--- config.mk ---
export PLATFORM = sky130hd
export DESIGN_NAME = mvt_pair_add
export DESIGN_NICKNAME = d
export VERILOG_FILES = /design/src/hdl/mvt_pkg.sv /design/src/hdl/mvt_pair_add.sv
export SDC_FILE = /design/constraint.sdc
export NUM_CORES = 1
export LEC_CHECK = 0
export ABC_AREA = 1
export BUFFER_PORTS_ARGS = -buffer_cell sky130_fd_sc_hd__buf_2
export CAP_MARGIN = 20
export CORE_AREA = 3 3 454 456
export DETAILED_ROUTE_END_ITERATION = 6
export DIE_AREA = 0 0 457 459
export PLACE_DENSITY = 0.5
export SETUP_SLACK_MARGIN = 0.1
export SYNTH_ARGS = -nofsm -noshare
export SYNTH_HDL_FRONTEND = slang
export SYNTH_SLANG_ARGS = --single-unit
--- constraint.sdc ---
create_clock -name clk_i -period 28.1 [get_ports clk_i]
set_input_delay 5.62 -clock clk_i [delete_from_list [all_inputs] [get_ports clk_i]]
set_output_delay 5.62 -clock clk_i [all_outputs]
set_load 0.02 [all_outputs]
--- src/hdl/mvt_pkg.sv ---
package mvt_pkg;

  localparam int unsigned FRACTION_BITS = 16;

  localparam int unsigned EntryW  = 32;
  localparam int unsigned Dim     = 4;
  localparam int unsigned NumRegs = 8;
  localparam int unsigned CfgIdxW = $clog2(NumRegs);
  localparam int unsigned CfgW    = 2 * EntryW;

  // full product, product after the fraction shift, pair sum, row sum
  localparam int unsigned FullW = 2 * EntryW;
  localparam int unsigned ProdW = FullW - FRACTION_BITS;
  localparam int unsigned PairW = ProdW + 1;
  localparam int unsigned SumW  = ProdW + 2;

  localparam logic [EntryW-1:0] EntryOne = EntryW'(1) << FRACTION_BITS;

  typedef logic signed [EntryW-1:0] coord_t;
  typedef coord_t [Dim-1:0]         vec_t;
  typedef vec_t [Dim-1:0]           mat_t;   // [row][col]

  typedef logic signed [ProdW-1:0] prod_t;
  typedef prod_t [Dim-1:0]         prod_row_t;
  typedef prod_row_t [Dim-1:0]     prod_arr_t;

  typedef logic signed [PairW-1:0] pair_t;
  typedef pair_t [1:0]             pair_row_t;
  typedef pair_row_t [Dim-1:0]     pair_arr_t;

endpackage

--- src/hdl/mvt_pair_add.sv ---
module mvt_pair_add
  import mvt_pkg::*;
(
  input  logic      clk_i,
  input  logic      rst_ni,
  input  logic      valid_i,
  output logic      ready_o,
  input  prod_arr_t prod_i,
  output logic      valid_o,
  input  logic      ready_i,
  output pair_arr_t pair_o
);

  logic      valid_q;
  pair_arr_t pair_d;
  pair_arr_t pair_q;

  assign ready_o = !valid_q || ready_i;

  for (genvar r = 0; r < Dim; r++) begin : g_row
    for (genvar h = 0; h < 2; h++) begin : g_half
      assign pair_d[r][h] = {prod_i[r][2*h][ProdW-1], prod_i[r][2*h]}
                          + {prod_i[r][2*h+1][ProdW-1], prod_i[r][2*h+1]};
    end
  end

  always_ff @(posedge clk_i or negedge rst_ni) begin
    if (!rst_ni) begin
      valid_q <= 1'b0;
    end else if (ready_o) begin
      valid_q <= valid_i;
    end
  end

  always_ff @(posedge clk_i) begin
    if (ready_o && valid_i) begin
      pair_q <= pair_d;
    end
  end

  assign valid_o = valid_q;
  assign pair_o  = pair_q;

endmodule

**Word level (Yosys, flattened, before mapping)**

Index checks and enable logic that the tools add are counted.

- Add/sub/neg operators: 8
- Reductions and logical operators: 3

Operators by type and width:

| cell | count |
|---|---|
| adder 48 x 48 -> 49 bit | 8 |
| logical AND 1 bit | 1 |
| logical NOT 1 bit | 1 |
| logical OR 1 bit | 1 |

- Register bits after elaboration: 393
- Logic and storage cells: 20
- Bits of input ports: 772

**Longest topological paths before layout**

- Word-level depth: 3
- Depth in mapped cells: 13

**Worst setup path before layout**

Ideal clock, no wire load.

- Path type: input to register
- From: input valid_i
- To: register pair_q (netlist bit pair_o[0]), enable pin
- Slack: 2389 ps
- Required time: 26821 ps
- Stages on the path: 2
- Library setup time: 1279 ps
- Data arrival time: 24432 ps
- Cell sequence: inv_1 > a21oi_1

- Word-level cells in the longest chain between the ends: 1

Ends and longest elaborated chain:

| element | RTL line | RTL |
|---|---|---|
| from (decl) | mvt_pair_add.sv:6 | `input logic valid_i,` |
| logical AND 1 bit | mvt_pair_add.sv:36 | `if (ready_o && valid_i) begin` |
| to (signal assigned) | mvt_pair_add.sv:37 | `pair_q <= pair_d;` |
| to (decl) | mvt_pair_add.sv:16 | `pair_arr_t pair_q;` |

No other way between the ends.
A chain may end at the register's enable or synchronous reset.

**Final worst setup path**

- From: input ready_i
- To: output ready_o

- Word-level cells in the longest chain between the ends: 1

Ends and longest elaborated chain:

| element | RTL line | RTL |
|---|---|---|
| from (decl) | mvt_pair_add.sv:10 | `input logic ready_i,` |
| logical OR 1 bit | mvt_pair_add.sv:18 | `assign ready_o = !valid_q \|\| ready_i;` |
| to (decl) | mvt_pair_add.sv:7 | `output logic ready_o,` |

No other way between the ends.

==> impl_results.md <==
* Post-synth top cells: nand2_1, inv_1, nor2_1
* Top cell by count, worst path: buf_2
* DIE HEIGHT at around 460 um
* Row count at 165
* Critical path required time at 22.48 ns
* Async SR Flop Fraction at 0.2545%
* Crit path time final at 11.69 ns
* CP startpoint kind: primary input
* Status: completed
* Worst-path clk slew at approximately 0.06 ns
* Met3 Usage GRT at 3.881%
* Simple-Gate Fraction of Synth Area at 42.26%
* Post-synthesis sequential area ratio at between 20 and 30%
* Hold buffers post-CTS at 0
* CP arrival at between 6 and 7 ns
* Fin crit share at a little over two fifths
* Longest Clk Path Bufs at 3
* Clk Tree Root Cell: clkbuf_16
* Layout net count at 10270
* Leakage Power at ~34 nW
* Total negative slack at 0 ns
* Netlist cell types at 27
* Ys Warns at 0
* Synth Instances at roughly 7900
* Xor/xnor share of the synthesized area at under 10%
* Final Cell Area at ~0.058 mm2
* Post-synthesis adder-cell area fraction at between 10% and 20%
* Via/cell ratio at 4.363
* Slowest-stage cell, CP: buf_2
* Post-CTS sizing at 0
* Type of the tightest min-delay check: flop to flop
* Area growth syn-to-layout at 24.48%
* Initial antenna violation count at 53
* Top post-synthesis cells by area: nand2_1, edfxtp_1, inv_1
* Power Dens Cells at 46.45 mW/mm2
* CTS H-tree depth at 2
* Hold path cells at 2
* Top FF cell, synth: edfxtp_1
* Share of cells above drive strength 1 at 18.29%
* Post-CTS setup buffer count at 0
* FMAX at ~86 MHz
* Slew of the pin with the lowest slew margin at approximately 1 ns
* Fin. Hold Viols at 0
* Routed WL at approximately 250000 um
* Syn nets at 9032
* Post-DRT Antenna Nets at 0
* Crit path largest cell delay at 0.16 ns
* Top-area cell type share of the netlist area at between 20% and 30%
* Syn_area_per_cell at 5.933 um2
* Yosys top cell by area: nand2_1
* Slew Viols, Final at 0
* Global Route Usage Sum at 22.52%
* Wire per inst at 20.92 um
* Worst-path maximum fanout at 2
* Synth Register Bits at 393
* Vias in the first global route at 49440
* Clk sinks at 393
* Worst Reg-to-Reg Cells at 4
* Max-slew headroom at 33.51%
* Detailed-route DRC error count at 0
* Most frequent cell after synthesis: nand2_1
* # fillers at 23020
* DPL Wire Length at 219700 um
* CTS tree: yes
* CP Buf/Inv Count at 3
* Clk_skew at 0.03236 ns
* GR peak layer: met2
* First-pass GRT wire length at 343100 um
* DP Area at 0.05593 mm2
* Initial Util at 23.10%
* Post-synth EDFFs at 392
* Via count at 51630
* Port-buffer cells at between 1000 and 1500
* Post-synthesis cell area at 0.04668 mm2
* Crit path capture type: primary output
* Compound-Gate Fraction of Synth Area at between 3 and 4%
* Largest net degree at the start of global routing at around 130
* Placer Congestion at 1.021
* Multiplexer share of the synthesized area at 0%
* Io pins at 1166
* # setup viols final at 0
* Crit Path Category: primary input to primary output
* DRT iter0 DRCs at 3571
* Length of the first detailed-routing pass in iterations at 6
* Skew-Pair Late Insertion Delay at 0.72 ns
* Max-Cap Viols at 0
* Unrepaired setup endpoints after global routing: false
* Chip width at ~460 um
* Main combinational cell family by area after synthesis: simple AND/OR/NAND/NOR gates
* Die area at between 0.2 and 0.25 mm2
* Worst path top cell family by delay: buffers and inverters
* Gr ovfl total at 0
* Core area at 0.2021 mm2
* Maximum VDD drop at 0.05105 mV
* CP Depth at 4
* CP Cell Sequence: buf_2, inv_1, nand2_1, buf_2
* GR Util met2 at 40.04%
* Routing usage on met1 at 27.59%
* Number of buffers created by CTS at 60
==> registers in the layout, indices dropped and copies added, names as in the netlist <==
signal   count
pair_o     392
valid_o      1
==> per-layer routing <==
metal	wire [um]	up-vias	part of all wire, %
met1	104200	23620	42
met2	120200	1611	49
li1	-	26100	-
met5	96	-	0.039
met4	8673	14	3.5
met3	14420	279	5.8
==> kinds of logic (layout without fill, tap and decap cells) <==
group	Yosys count	in the layout
buffers and inverters	1842	3122
adders and majority gates	392	392
AOI/OAI and AO/OA	282	282
DFF	393	393
other	0	14
and+or+nand+nor	4759	4759
xor gates and xnor gates	200	200
==> layout by cell type (no fill, tap or decap), types with 2 or more instances in the layout <==
cell type	Yosys	layout
nand3_1	297	297
nor4_1	15	15
buf_4	0	5
clkinv_4	0	5
nor2_2	188	188
nand2_2	101	101
inv_1	1811	1811
xnor2_1	2	2
nand3_2	47	47
diode_2	0	14
a21oi_1	236	235
bufinv_16	0	12
nor3_1	26	26
o21bai_1	37	37
clkinv_1	0	7
clkinv_2	0	6
inv_2	31	31
nand2_1	3364	3364
fa_1	8	8
nor3_2	22	22
nand4_1	75	75
inv_6	0	6
nor2_1	603	603
nand3b_1	9	9
clkbuf_1	0	2
clkinvlp_4	0	7
ha_1	384	384
xor2_1	198	198
buf_2	0	1165
a21o_1	8	8
clkbuf_16	0	62
edfxtp_1	392	392
and2_2	9	9
==> where the power goes <==
group	switching, W	total (W)	internal (W)
Sequential	0.0000293	0.000772	0.000743
Combinational	0.000747	0.00106	0.000317
Clock	0.000351	0.000863	0.000512
Total	0.00113	0.00270	0.00157
==> final timing paths <==
path	from	to	slack [ns]
worst max-delay path	ready_i	ready_o	16.41
worst min-delay path	valid_o	valid_o	0.60
worst max register to register	valid_o	pair_o[61]	24.89
worst min register to register	valid_o	valid_o	0.60
max in group asynchronous	rst_ni	valid_o	23.33
min in group asynchronous	rst_ni	valid_o	4.69
==> metrics by stage <==
step | total power (W) | util (%) | instances | hold slack (ns) | setup WS (ns)
2_1_floorplan | 0.001422 | - | 7868 | 0.7682 | 2.389
3_3_place_gp | 0.001853 | 27.67 | 11710 | 0.6241 | 16.34
3_5_place_dp | 0.001848 | 27.67 | 11710 | 0.5811 | 16.41
4_1_cts | 0.002742 | 28.74 | 11820 | 0.5987 | 16.41
5_1_grt | 0.002861 | 28.74 | 11830 | 0.6452 | 16.38
6_report | 0.002700 | 28.75 | 11830 | 0.5957 | 16.41
==> worst reg2reg max path, delay by kind of cell, from the launching register on <==
| kind | cells | cell delay [ns] |
|---|---|---|
| flip-flops | 1 | 0.42 |
| buffers and inverters | 3 | 2.13 |
| AO/OA/AOI/OAI | 1 | 0.18 |
==> area by class of cell <==
class                           instances  area, um2  share of cell area (%)
Multi-Input combinational cell       5633      27990                   48.16
Sequential cell                       393      11800                   20.30
Inverter                             1842       6914                   11.90
Timing Repair Buffer                 1171       5888                   10.13
Tap cell                             2672       3343                   5.753
Clock buffer                           64       1559                   2.683
Clock inverter                         45      593.1                   1.021
Antenna cell                           14      35.03                 0.06028
Power figures use the tool's default switching activity.
