--- src/hdl/mvt_pkg.sv ---
package mvt_pkg;

  localparam int unsigned FRACTION_BITS = 16;

  localparam int unsigned EntryW  = 32;
  localparam int unsigned Dim     = 4;
  localparam int unsigned NumRegs = 8;
  localparam int unsigned CfgIdxW = $clog2(NumRegs);
  localparam int unsigned CfgW    = 2 * EntryW;

  // full product, product after the fraction shift, pair sum, row sum
  localparam int unsigned FullW = 2 * EntryW;
  localparam int unsigned ProdW = FullW - FRACTION_BITS;
  localparam int unsigned PairW = ProdW + 1;
  localparam int unsigned SumW  = ProdW + 2;

  localparam logic [EntryW-1:0] EntryOne = EntryW'(1) << FRACTION_BITS;

  typedef logic signed [EntryW-1:0] coord_t;
  typedef coord_t [Dim-1:0]         vec_t;
  typedef vec_t [Dim-1:0]           mat_t;   // [row][col]

  typedef logic signed [ProdW-1:0] prod_t;
  typedef prod_t [Dim-1:0]         prod_row_t;
  typedef prod_row_t [Dim-1:0]     prod_arr_t;

  typedef logic signed [PairW-1:0] pair_t;
  typedef pair_t [1:0]             pair_row_t;
  typedef pair_row_t [Dim-1:0]     pair_arr_t;

endpackage

--- src/hdl/mvt_mat_regs.sv ---
module mvt_mat_regs
  import mvt_pkg::*;
(
  input  logic               clk_i,
  input  logic               rst_ni,
  input  logic               cfg_we_i,
  input  logic [CfgIdxW-1:0] cfg_index_i,
  input  logic [CfgW-1:0]    cfg_data_i,
  output mat_t               mat_o
);

  logic [CfgW-1:0] regs_q [NumRegs];

  for (genvar i = 0; i < NumRegs; i++) begin : g_reg
    // register i holds row i/2, columns 2*(i%2) and 2*(i%2)+1
    localparam int unsigned Row  = i / 2;
    localparam int unsigned Half = i % 2;
    localparam logic [CfgW-1:0] RstVal = ((Row / 2) == Half) ?
        ({{EntryW{1'b0}}, EntryOne} << (EntryW * (Row % 2))) : '0;

    always_ff @(posedge clk_i or negedge rst_ni) begin
      if (!rst_ni) begin
        regs_q[i] <= RstVal;
      end else if (cfg_we_i && (cfg_index_i == CfgIdxW'(i))) begin
        regs_q[i] <= cfg_data_i;
      end
    end
  end

  for (genvar r = 0; r < Dim; r++) begin : g_row
    for (genvar c = 0; c < Dim; c++) begin : g_col
      assign mat_o[r][c] = regs_q[r * 2 + c / 2][EntryW * (c % 2) +: EntryW];
    end
  end

endmodule

--- config.mk ---
export PLATFORM = sky130hd
export DESIGN_NAME = mvt_mat_regs
export DESIGN_NICKNAME = d
export VERILOG_FILES = /design/src/hdl/mvt_pkg.sv /design/src/hdl/mvt_mat_regs.sv
export SDC_FILE = /design/constraint.sdc
export NUM_CORES = 1
export LEC_CHECK = 0
export ABC_AREA = 1
export BUFFER_PORTS_ARGS = -buffer_cell sky130_fd_sc_hd__buf_2
export CAP_MARGIN = 20
export CORE_AREA = 2 2 227 229
export CTS_CLUSTER_SIZE = 8
export DETAILED_ROUTE_END_ITERATION = 12
export DIE_AREA = 0 0 229 231
export HOLD_SLACK_MARGIN = 0.12
export PLACE_DENSITY_LB_ADDON = 0.08
export SYNTH_ARGS = -nofsm -noshare
export SYNTH_HDL_FRONTEND = slang
export SYNTH_SLANG_ARGS = --single-unit
--- constraint.sdc ---
create_clock -name clk_i -period 0.9 [get_ports clk_i]
set_input_delay 0.09 -clock clk_i [delete_from_list [all_inputs] [get_ports clk_i]]
set_output_delay 0.09 -clock clk_i [all_outputs]
set_load 0.05 [all_outputs]
# After elaboration in Yosys (flattened, before gate mapping)
# Index checks and enable logic that the tools add are counted.
[totals] regBits=512 latch_bits=0 ramBits=0 romBits=0 input_bits=70 out_inout_bits=512 elab_cells=24 n_memories=0
[classes] addsub=0 multipliers=0 n_div=0 magnitude_cmp=0 n_eq_ne=7 n_shift=0 mux=0 bitwise=0 n_reduce_logical=9
[op_table] operator="3-bit == test, second input constant" n=4
[op_table] operator="1-bit logical AND" n=8
[op_table] operator="3-bit by 2-bit == test with 1-bit output, second input constant" n=2
[op_table] operator="3-bit by 1-bit == test with 1-bit output, second input constant" n=1
[op_table] operator="3-bit logical NOT" n=1

# Longest topological paths before layout
# Gate-level depths: netlist of the first run.
[depth] word_depth=2 ltp_mapped=6 ltp_nobuf=5

# Least setup slack after synthesis of the first run
# No wires, ideal clock.
[synth_path] kind="input port to flip-flop" start="in cfg_index_i[2]" end="reg regs_q, in the netlist mat_o[259]" setup_time_ps=119 arrival_ps=894 slack_ps=-113 cell_stages=6 cell_sequence="nand2_1 > clkinv_1 > buf_2 > buf_2 > nand3_1 > nand2_1"
[synth_via] elab_chain_len=2
[synth_rtl] item="from (decl)" line="mvt_mat_regs.sv:7" text="input logic [CfgIdxW-1:0] cfg_index_i,"
[synth_rtl] item="3-bit == test" line="mvt_mat_regs.sv:24" text="end else if (cfg_we_i && (cfg_index_i == CfgIdxW'(i))) begin"
[synth_rtl] item="1-bit logical AND" line="mvt_mat_regs.sv:24"
[synth_rtl] item="to (signal, indexed assignment)" line="mvt_mat_regs.sv:23" text="regs_q[i] <= RstVal;"
[synth_rtl] item="to (signal, indexed assignment)" line="mvt_mat_regs.sv:25" text="regs_q[i] <= cfg_data_i;"
[synth_rtl] item="to (decl)" line="mvt_mat_regs.sv:12" text="logic [CfgW-1:0] regs_q [NumRegs];"
# Every way passes these cells.
# A chain may end at the register's enable or synchronous reset.

# Final worst setup path of the first run
[layout_path] start="reg regs_q, in the netlist mat_o[176]" end="out mat_o[176] (netlist name)"
[layout_lines] item="to (decl)" line="mvt_mat_regs.sv:9" text="output mat_t mat_o"
# No word-level cell between the ends.

==> results.ini, run 1 <==
[worst_setup_path]
start_kind=register
crit_slowest_cell=dfstp_2
critPathKind=register to output pin
worst_r2r_path_depth=4
critical_path_depth=1
slowest_delay_ns=0.55
worstPathCellList=buf_8
crit_family=flip-flops
arrival_ns=1.31
crit_buf_inv=1
end_kind=output pin
critical_path.max_fanout=2
crit_required_ns=0.81

[detailed_routing]
dr.pass1.iters=5
drt_iter0_drc=1301
vias_per_cell=4.928
dr_total_vias=19010
drc_errors=0
drt-total-wl_um=79690
drtAntennaViolNets=0
wl_per_cell_um=20.66

[grt]
met1_usage_pct=38.31
top_usage_layer=met2
track_usage_pct=29.52
met3_usage_pct=7.164
met2_usage_pct=46.75
antenna_found_initial=0
grt_pass1_vias=18880
grt_pass1_wl_um=118100
grt.overflow.total=0
grt_start_max_net_pins=81

[placed_design]
post-place-ws_ns=-0.3203
place_congestion=0.8451
io_buffers=581
hpwl_um=51170

[clocking]
cts_sinks=512
htreeDepth=3
cts_buffers=74
clock_path_buffers=3
clk_pin_slew_ns=0.05
root_buffer=clkbuf_16
clk_latency_ns=0.59
cts_tree=built

[yosys]
synth.avg_cell_area_sq_um=8.796
netlist_top_cells_count=nand2_1, dfrtp_1, nand3_1, buf_2, clkbuf_1
synth_ff_type=dfrtp_1
ys_warn_count=0
netlist.area_leader.share_pct=63.75
post-synth-top-count-cell=nand2_1
synth-edff-count=0
synthCells=2267
synth_seq_cells=512
async_flop_share_pct=100.0
seq_area_frac_synth_pct=64.27
synth.cell_area_sq_um=19940
synth_area_leaders=dfrtp_1, nand2_1, nand3_1
synth_cell_types=12
yosysTopAreaCell=dfrtp_1
syn-num-nets=2337

[status]
violations=negative setup slack
status=finished, violations left

[sta]
setup_ws_ns=-0.4951
setup_viol=520
hold_viol=0
slew_violations=0
max_slew_margin_pct=69.83
fin_crit_sh_pct=155.0
fin_skew_ns=0
fin_crit_ns=1.395
max_freq_mhz=716.8
rsz0062_at_grt=true
tightest_slew_ns=0.4526

[layout]
nFillCells=4226
drive_above_1_share_pct=32.85
seqCellArea_sq_um=12820
utilization_pct=63.41
area_growth_pct=61.16
antenna-diode-count=0
nets=3229
largest_reg_flops=512
multi_input_area_sq_um=6275

[floorplan]
core_sq_um=50680
die_h_um=231
die_area_sq_um=52900
num_rows=83
die_x_um=229
start_util_pct=39.35
io_pins=582

[min_path]
hp-class=input port to register
hold_depth=6

[pwr]
switching_share_pct=39.77
clock_power_share_pct=26.7
p_leak_nw=17.52
seqPwrFrac_pct=33.5
powerDensity_nw_per_um2=2876
p_int_mw=55.67
max-vdd-ir-drop_mv=1.507
p_comb_share_pct=39.8
p_switching_mw=36.75

[job]
maxCapViolations=0

==> cell families (layout without fill, tap and decap cells) <==
| family | Yosys count | in the layout | synth area share (%) |
|---|---|---|---|
| buf+inv | 198 | 1109 | 4.687 |
| flops | 512 | 512 | 64.27 |
| simple gates | 1557 | 1557 | 31.04 |
==> metrics by stage <==
| stage | setup TNS [ns] | instance area, sq um | instances | total power, mW | hold WS, ns |
|---|---|---|---|---|---|
| 2_1_floorplan | 0 | 19960 | 2267 | 49.48 | -0.2056 |
| 3_3_place_gp | -115.06 | 24310 | 3435 | 57.82 | -0.05194 |
| 3_5_place_dp | -123.48 | 24310 | 3435 | 58.08 | -0.05057 |
| 4_1_cts | -188.09 | 31010 | 3709 | 90.86 | 0.09832 |
| 5_1_grt | -187.21 | 32140 | 3858 | 95.87 | 0.1553 |
| 6_report | -171.08 | 32140 | 3858 | 92.42 | 0.1244 |
==> layout by cell type (no fill, tap or decap) <==
cell type and count:
clkinv_2 1, dfrtp_1 507, clkbuf_1 16, dfrtp_2 1
nor2_4 8, buf_2 68, clkinv_4 1, nand2_4 5
clkbuf_16 75, inv_6 3, nand2_1 1283, nand3_1 256
buf_6 508, buf_4 305, inv_1 5, dfstp_2 4
dlygate4sd3_1 67, nand2_2 5, buf_8 5, buf_12 55
==> layer usage <==
layer | vias to the layer above | part of all wire, %
met3 | 180 | 7.8
met2 | 829 | 47
met5 | - | 0
li1 | 8731 | -
met1 | 9272 | 41
met4 | 0 | 4.5
==> power groups by stage <==
stage                     clock, mW  sequential (mW)  combinational [mW]
final                          24.7             31.0                36.8
after global routing           26.2             31.3                38.4
after CTS                      25.1             30.8                34.9
after detailed placement          0             30.1                28.0
after global placement            0             30.0                27.8
after floorplan                   0             45.3                4.18
==> what timing repair did <==
item	4_1_cts	5_1_grt
resized for setup	1028	2
pin swaps	0	1
hold buffers	67	1
setup endpoints to repair	512	520
hold endpoints to repair	1024	8
buffers inserted	112	149
==> worst paths after layout <==
path / startpoint / end / slack (ns)
worst max-delay path: mat_o[176] / mat_o[176] / -0.50
worst min-delay path: cfg_we_i / mat_o[203] / 0.12
worst max register to register: mat_o[392] / mat_o[392] / 0.01
worst min register to register: mat_o[496] / mat_o[496] / 0.48
max in group asynchronous: rst_ni / mat_o[85] / -0.07
min in group asynchronous: rst_ni / mat_o[295] / 0.16
==> layout make-up <==
cell class,count,area share [%]
Tap cell,680,2.647
Inverter,6,0.07397
Timing Repair Buffer,1008,31.73
Clock buffer,91,6.027
Multi-Input combinational cell,1557,19.53
Clock inverter,4,0.1090
Sequential cell,512,39.89
Note: power is estimated with default switching activity, not from simulation.
==> run 2: changes to the inputs <==
--- a/config.mk
+++ b/config.mk
@@ -6,6 +6,7 @@
 export NUM_CORES = 1
 export LEC_CHECK = 0
 export ABC_AREA = 1
+export ABC_CLOCK_PERIOD_IN_PS = 900
 export BUFFER_PORTS_ARGS = -buffer_cell sky130_fd_sc_hd__buf_2
 export CAP_MARGIN = 20
 export CORE_AREA = 2 2 227 229
@@ -13,7 +14,7 @@
 export DETAILED_ROUTE_END_ITERATION = 12
 export DIE_AREA = 0 0 229 231
 export HOLD_SLACK_MARGIN = 0.12
-export PLACE_DENSITY_LB_ADDON = 0.08
+export PLACE_DENSITY_LB_ADDON = 0.12
 export SYNTH_ARGS = -nofsm -noshare
 export SYNTH_HDL_FRONTEND = slang
 export SYNTH_SLANG_ARGS = --single-unit
==> run 2 against run 1 <==
Compared with the run above:
- routed wire length is 1.1% higher
- the flow still finishes with violations (negative setup slack)
- critical path type unchanged
- total power is 1.5% higher
- critical path depth stayed put
- clock skew stayed put
- fmax is 0.49% lower
- highest routed layer unchanged
- first-iteration DRC count is 26% higher
- setup slack worse by 0.0069 ns
- worst hold slack worse by 0.032 ns
==> results.ini, run 2 (synthesis results as in run 1) <==
[job]
maxCapViolations=0

[detailed_routing]
drt-total-wl_um=80570
drtAntennaViolNets=0
vias_per_cell=4.952
drt_iter0_drc=1633
drc_errors=0
dr.pass1.iters=5
dr_total_vias=19240
wl_per_cell_um=20.73

[placed_design]
placed_cell_area_sq_um=24310
io_buffers=581
place_congestion=0.8490
hpwl_um=50830
post-place-ws_ns=-0.3532

[clocking]
cts_sinks=512
clk_pin_slew_ns=0.05
clock_path_buffers=3
cts_tree=built
root_buffer=clkbuf_16
cts_buffers=74
htreeDepth=3
clk_latency_ns=0.59

[sta]
fin_skew_ns=0
fin_crit_sh_pct=155.8
setup_ws_ns=-0.5021
rsz0062_at_grt=true
fin_tns_setup_ns=-175.57
fin_hold_ws_ns=0.09265
setup_viol=518
max_slew_margin_pct=75.61
hold_viol=0
slew_violations=0
max_freq_mhz=713.2
fin_crit_ns=1.402
tightest_slew_ns=0.3658

[pwr]
powerDensity_nw_per_um2=2893
power_mw=93.78
max-vdd-ir-drop_mv=1.758
p_leak_nw=17.68

[worst_setup_path]
start_kind=register
slowest_delay_ns=0.56
crit_family=flip-flops
r2r_start=mat_o[135]
critPathKind=register to output pin
crit_required_ns=0.81
arrival_ns=1.31
worst_r2r_path_depth=4
reg2reg_to=mat_o[135]
crit_slowest_cell=dfstp_2
critical_path.max_fanout=2
crit_buf_inv=1
worstPathCellList=buf_8
end_kind=output pin
r2r_slack_ns=-0.01

[floorplan]
core_sq_um=50680
num_rows=83
start_util_pct=39.35
die_x_um=229
die_area_sq_um=52900
io_pins=582
die_h_um=231

[min_path]
hold_depth=5
hp-class=input port to register
min_from=cfg_index_i[0]
min_to=mat_o[136]

[grt]
antenna_found_initial=1
grt_start_max_net_pins=49
grt_pass1_wl_um=119800
track_usage_pct=29.90
grt.overflow.total=0
grt_pass1_vias=18820

[layout]
nFillCells=4118
drive_above_1_share_pct=33.31
final_common_cell=nand2_1
nets=3247
area_growth_pct=62.56
finalInstanceArea_sq_um=32420
mostFrequentLayoutCells=nand2_1, buf_6, dfrtp_1
antenna-diode-count=0
largest_reg_flops=512

[status]
violations=negative setup slack
status=finished, violations left

-- run 2: cell count changes in the layout (fill, tap and decap cells not counted), sizes merged --
| cell | previous run | this run |
|---|---|---|
| buf | 941 | 959 |
| clkbuf | 91 | 102 |
| inv | 8 | 6 |
| clkinv | 2 | 3 |
-- run 2: timing repair --
action | 4_1_cts | 5_1_grt
gates resized for setup | 1028 | 5
setup buffers | 130 | 152
endpoints found under the setup margin | 512 | 519
hold buffers | 67 | 2
endpoints found under the hold margin | 1024 | 7
-- run 2: power by group --
part | switching, mW | internal [mW]
Sequential | 3.62 | 27.4
Clock | 9.94 | 15.8
Combinational | 23.5 | 13.5
Total | 37.0 | 56.8
-- run 2: final cells by class --
type	instances	area [sq um]	area share, %
well taps	680	850.8	2.625
inverters	6	23.77	0.07333
clock buffers	102	2073	6.395
flip-flops and latches	512	12820	39.55
clock inverters	3	18.77	0.05790
multi-input cells	1557	6282	19.38
repair buffers	1026	10350	31.92
-- run 2: worst max-delay path by stage --
stage / start / end / slack, ns / depth (start not counted)
3_3_place_gp: cfg_index_i[2] / mat_o[505] / -0.32 / 7
3_5_place_dp: cfg_index_i[2] / mat_o[501] / -0.35 / 7
5_1_grt: mat_o[496] / mat_o[496] / -0.53 / 1
6_report: mat_o[496] / mat_o[496] / -0.50 / 1
4_1_cts: mat_o[496] / mat_o[496] / -0.54 / 1
2_1_floorplan: cfg_index_i[0] / mat_o[195] / 0.02 / 6
-- run 2: through the flow --
stage               std cells  utilization, %
floorplan                2267               -
global placement         3432           47.97
detailed placement       3432           47.97
CTS                      3734           61.69
global route             3886           63.97
finish                   3886           63.97
-- run 2: worst register-to-register path, cell delays in order (launching register included) --
cell and delay (ns):
dfrtp_2 0.43, buf_4 0.15, buf_4 0.12, nand2_1 0.05
nand2_1 0.04
-- run 2: routing by layer --
metal	share of wire, %	track usage, %	wire length, um
met3	8.8	8.461	7081
met1	40	37.95	31940
met2	48	48.04	38290
met5	0	0	0
met4	4.0	12.80	3259
==> run 3: changes to the inputs <==
--- a/config.mk
+++ b/config.mk
@@ -13,6 +13,7 @@
 export CTS_CLUSTER_SIZE = 8
 export DETAILED_ROUTE_END_ITERATION = 12
 export DIE_AREA = 0 0 229 231
+export GPL_TIMING_DRIVEN = 0
 export HOLD_SLACK_MARGIN = 0.12
 export PLACE_DENSITY_LB_ADDON = 0.12
 export SYNTH_ARGS = -nofsm -noshare
==> run 3 against run 2 <==
Compared with the run above:
- the run ends with negative hold slack, negative setup slack left
- fmax is 1.8% higher
- critical path depth unchanged
- sequential cell count stayed put
- critical path type unchanged
==> results.ini, run 3 (synthesis results as in run 1) <==
[status]
status=finished, violations left
violations=negative hold slack, negative setup slack

[sta]
fin_crit_sh_pct=153.1
fin_hold_ws_ns=-0.5895
rsz0062_at_grt=true
fin_tns_setup_ns=-173.38
fin_crit_ns=1.377
slew_violations=0
setup_viol=527
tightest_slew_ns=0.7203
fin_skew_ns=0
hold_viol=387
max_slew_margin_pct=51.82
max_freq_mhz=726.0
setup_ws_ns=-0.4775

[layout]
drive_above_1_share_pct=32.23
mostFrequentLayoutCells=nand2_1, buf_6, dfrtp_1
nets=3287
final_common_cell=nand2_1
area_growth_pct=59.93
utilization_pct=62.93
nFillCells=4178
largest_reg_flops=512
fin_cells=3929
antenna-diode-count=0

[floorplan]
die_h_um=231
die_x_um=229
io_pins=582
start_util_pct=39.35
core_sq_um=50680
die_area_sq_um=52900
num_rows=83

[clocking]
cts_tree=built
root_buffer=clkbuf_16
clk_pin_slew_ns=0.05
clk_latency_ns=0.58
cts_sinks=512
clock_path_buffers=3
htreeDepth=3
cts_buffers=73

[grt]
top_usage_layer=met2
grt.overflow.total=0
met2_usage_pct=47.29
met1_usage_pct=37.13
met3_usage_pct=8.029
grt_start_max_net_pins=123
grt_pass1_wl_um=117300
track_usage_pct=29.50
grt_pass1_vias=18830
antenna_found_initial=1

[worst_setup_path]
slowest_delay_ns=0.54
crit_buf_inv=1
cp-endpoint=mat_o[16]
crit_required_ns=0.81
reg2reg_to=mat_o[40]
worst_r2r_path_depth=4
crit_start=mat_o[16]
arrival_ns=1.29
critical_path_depth=1
critical_path.max_fanout=2
r2r_start=mat_o[40]
start_kind=register
worstPathCellList=buf_8
critPathKind=register to output pin
crit_family=flip-flops
r2r_slack_ns=0
end_kind=output pin
crit_slowest_cell=dfstp_2

[pwr]
powerDensity_nw_per_um2=2927
max-vdd-ir-drop_mv=1.878
p_leak_nw=17.47

[placed_design]
io_buffers=517
place_congestion=0.8269
hpwl_um=50620
numPlacedInstances=3470

[detailed_routing]
dr.pass1.iters=5
drt_iter0_drc=1504
vias_per_cell=4.963
drtAntennaViolNets=0
drt-total-wl_um=81000
wl_per_cell_um=20.62
drc_errors=0
dr_total_vias=19500

[job]
maxCapViolations=0

[min_path]
hp-class=input port to async pin

run 3: cell types whose count changed in the layout (fill, tap and decap cells not counted), sizes merged:
cell         delta
clkinv          -2
buf            -26
bufbuf          +1
dlygate4sd3     -1
inv             +1
clkbuf         +70
run 3: worst min-delay path by stage:
stage,start,end,slack [ns],cells after the start
detailed placement,rst_ni,mat_o[405],0.04,1
floorplan,rst_ni,mat_o[0],-0.21,0
global route,rst_ni,mat_o[333],-0.57,1
global placement,mat_o[270],mat_o[270],0.45,2
CTS,rst_ni,mat_o[79],-0.60,1
finish,rst_ni,mat_o[333],-0.59,1
run 3: through the flow:
step	instance area [sq um]	worst slack, ns	power (mW)
2_1_floorplan	19960	0.01644	49.48
3_3_place_gp	23400	-10.70	57.30
3_5_place_dp	23570	-1.033	57.64
4_1_cts	30540	-0.5144	91.25
5_1_grt	31890	-0.5103	96.50
6_report	31890	-0.4775	93.33
run 3: area by class of cell:
| cell class | instances | area [sq um] | share of cell area (%) |
|---|---|---|---|
| Inverter | 6 | 23.77 | 0.07454 |
| Buffer | 182 | 900.9 | 2.825 |
| Clock buffer | 105 | 2032 | 6.371 |
| Tap cell | 680 | 850.8 | 2.668 |
| Sequential cell | 512 | 12820 | 40.19 |
| Multi-Input combinational cell | 1557 | 6296 | 19.74 |
| Timing Repair Buffer | 885 | 8954 | 28.07 |
| Clock inverter | 2 | 17.52 | 0.05493 |
run 3: power breakdown:
group / internal (mW) / switching (mW) / total, mW
Sequential: 27.4 / 3.42 / 30.9
Clock: 15.4 / 9.95 / 25.4
Combinational: 13.4 / 23.7 / 37.1
Total: 56.2 / 37.1 / 93.3
run 3: metal layers:
metal,part of all wire (%),vias up
met5,0,-
met4,4.8,0
met3,8.4,190
met2,47,859
met1,40,9584
li1,-,8868
run 3: what timing repair did:
action / CTS / global route
endpoints found under the hold margin: 899 / 401
pin swaps: 1 / 6
gates cloned: 1 / 1
hold buffers: 65 / 1
endpoints found under the setup margin: 857 / 1040
buffers inserted: 130 / 164
resized for setup: 1036 / 44
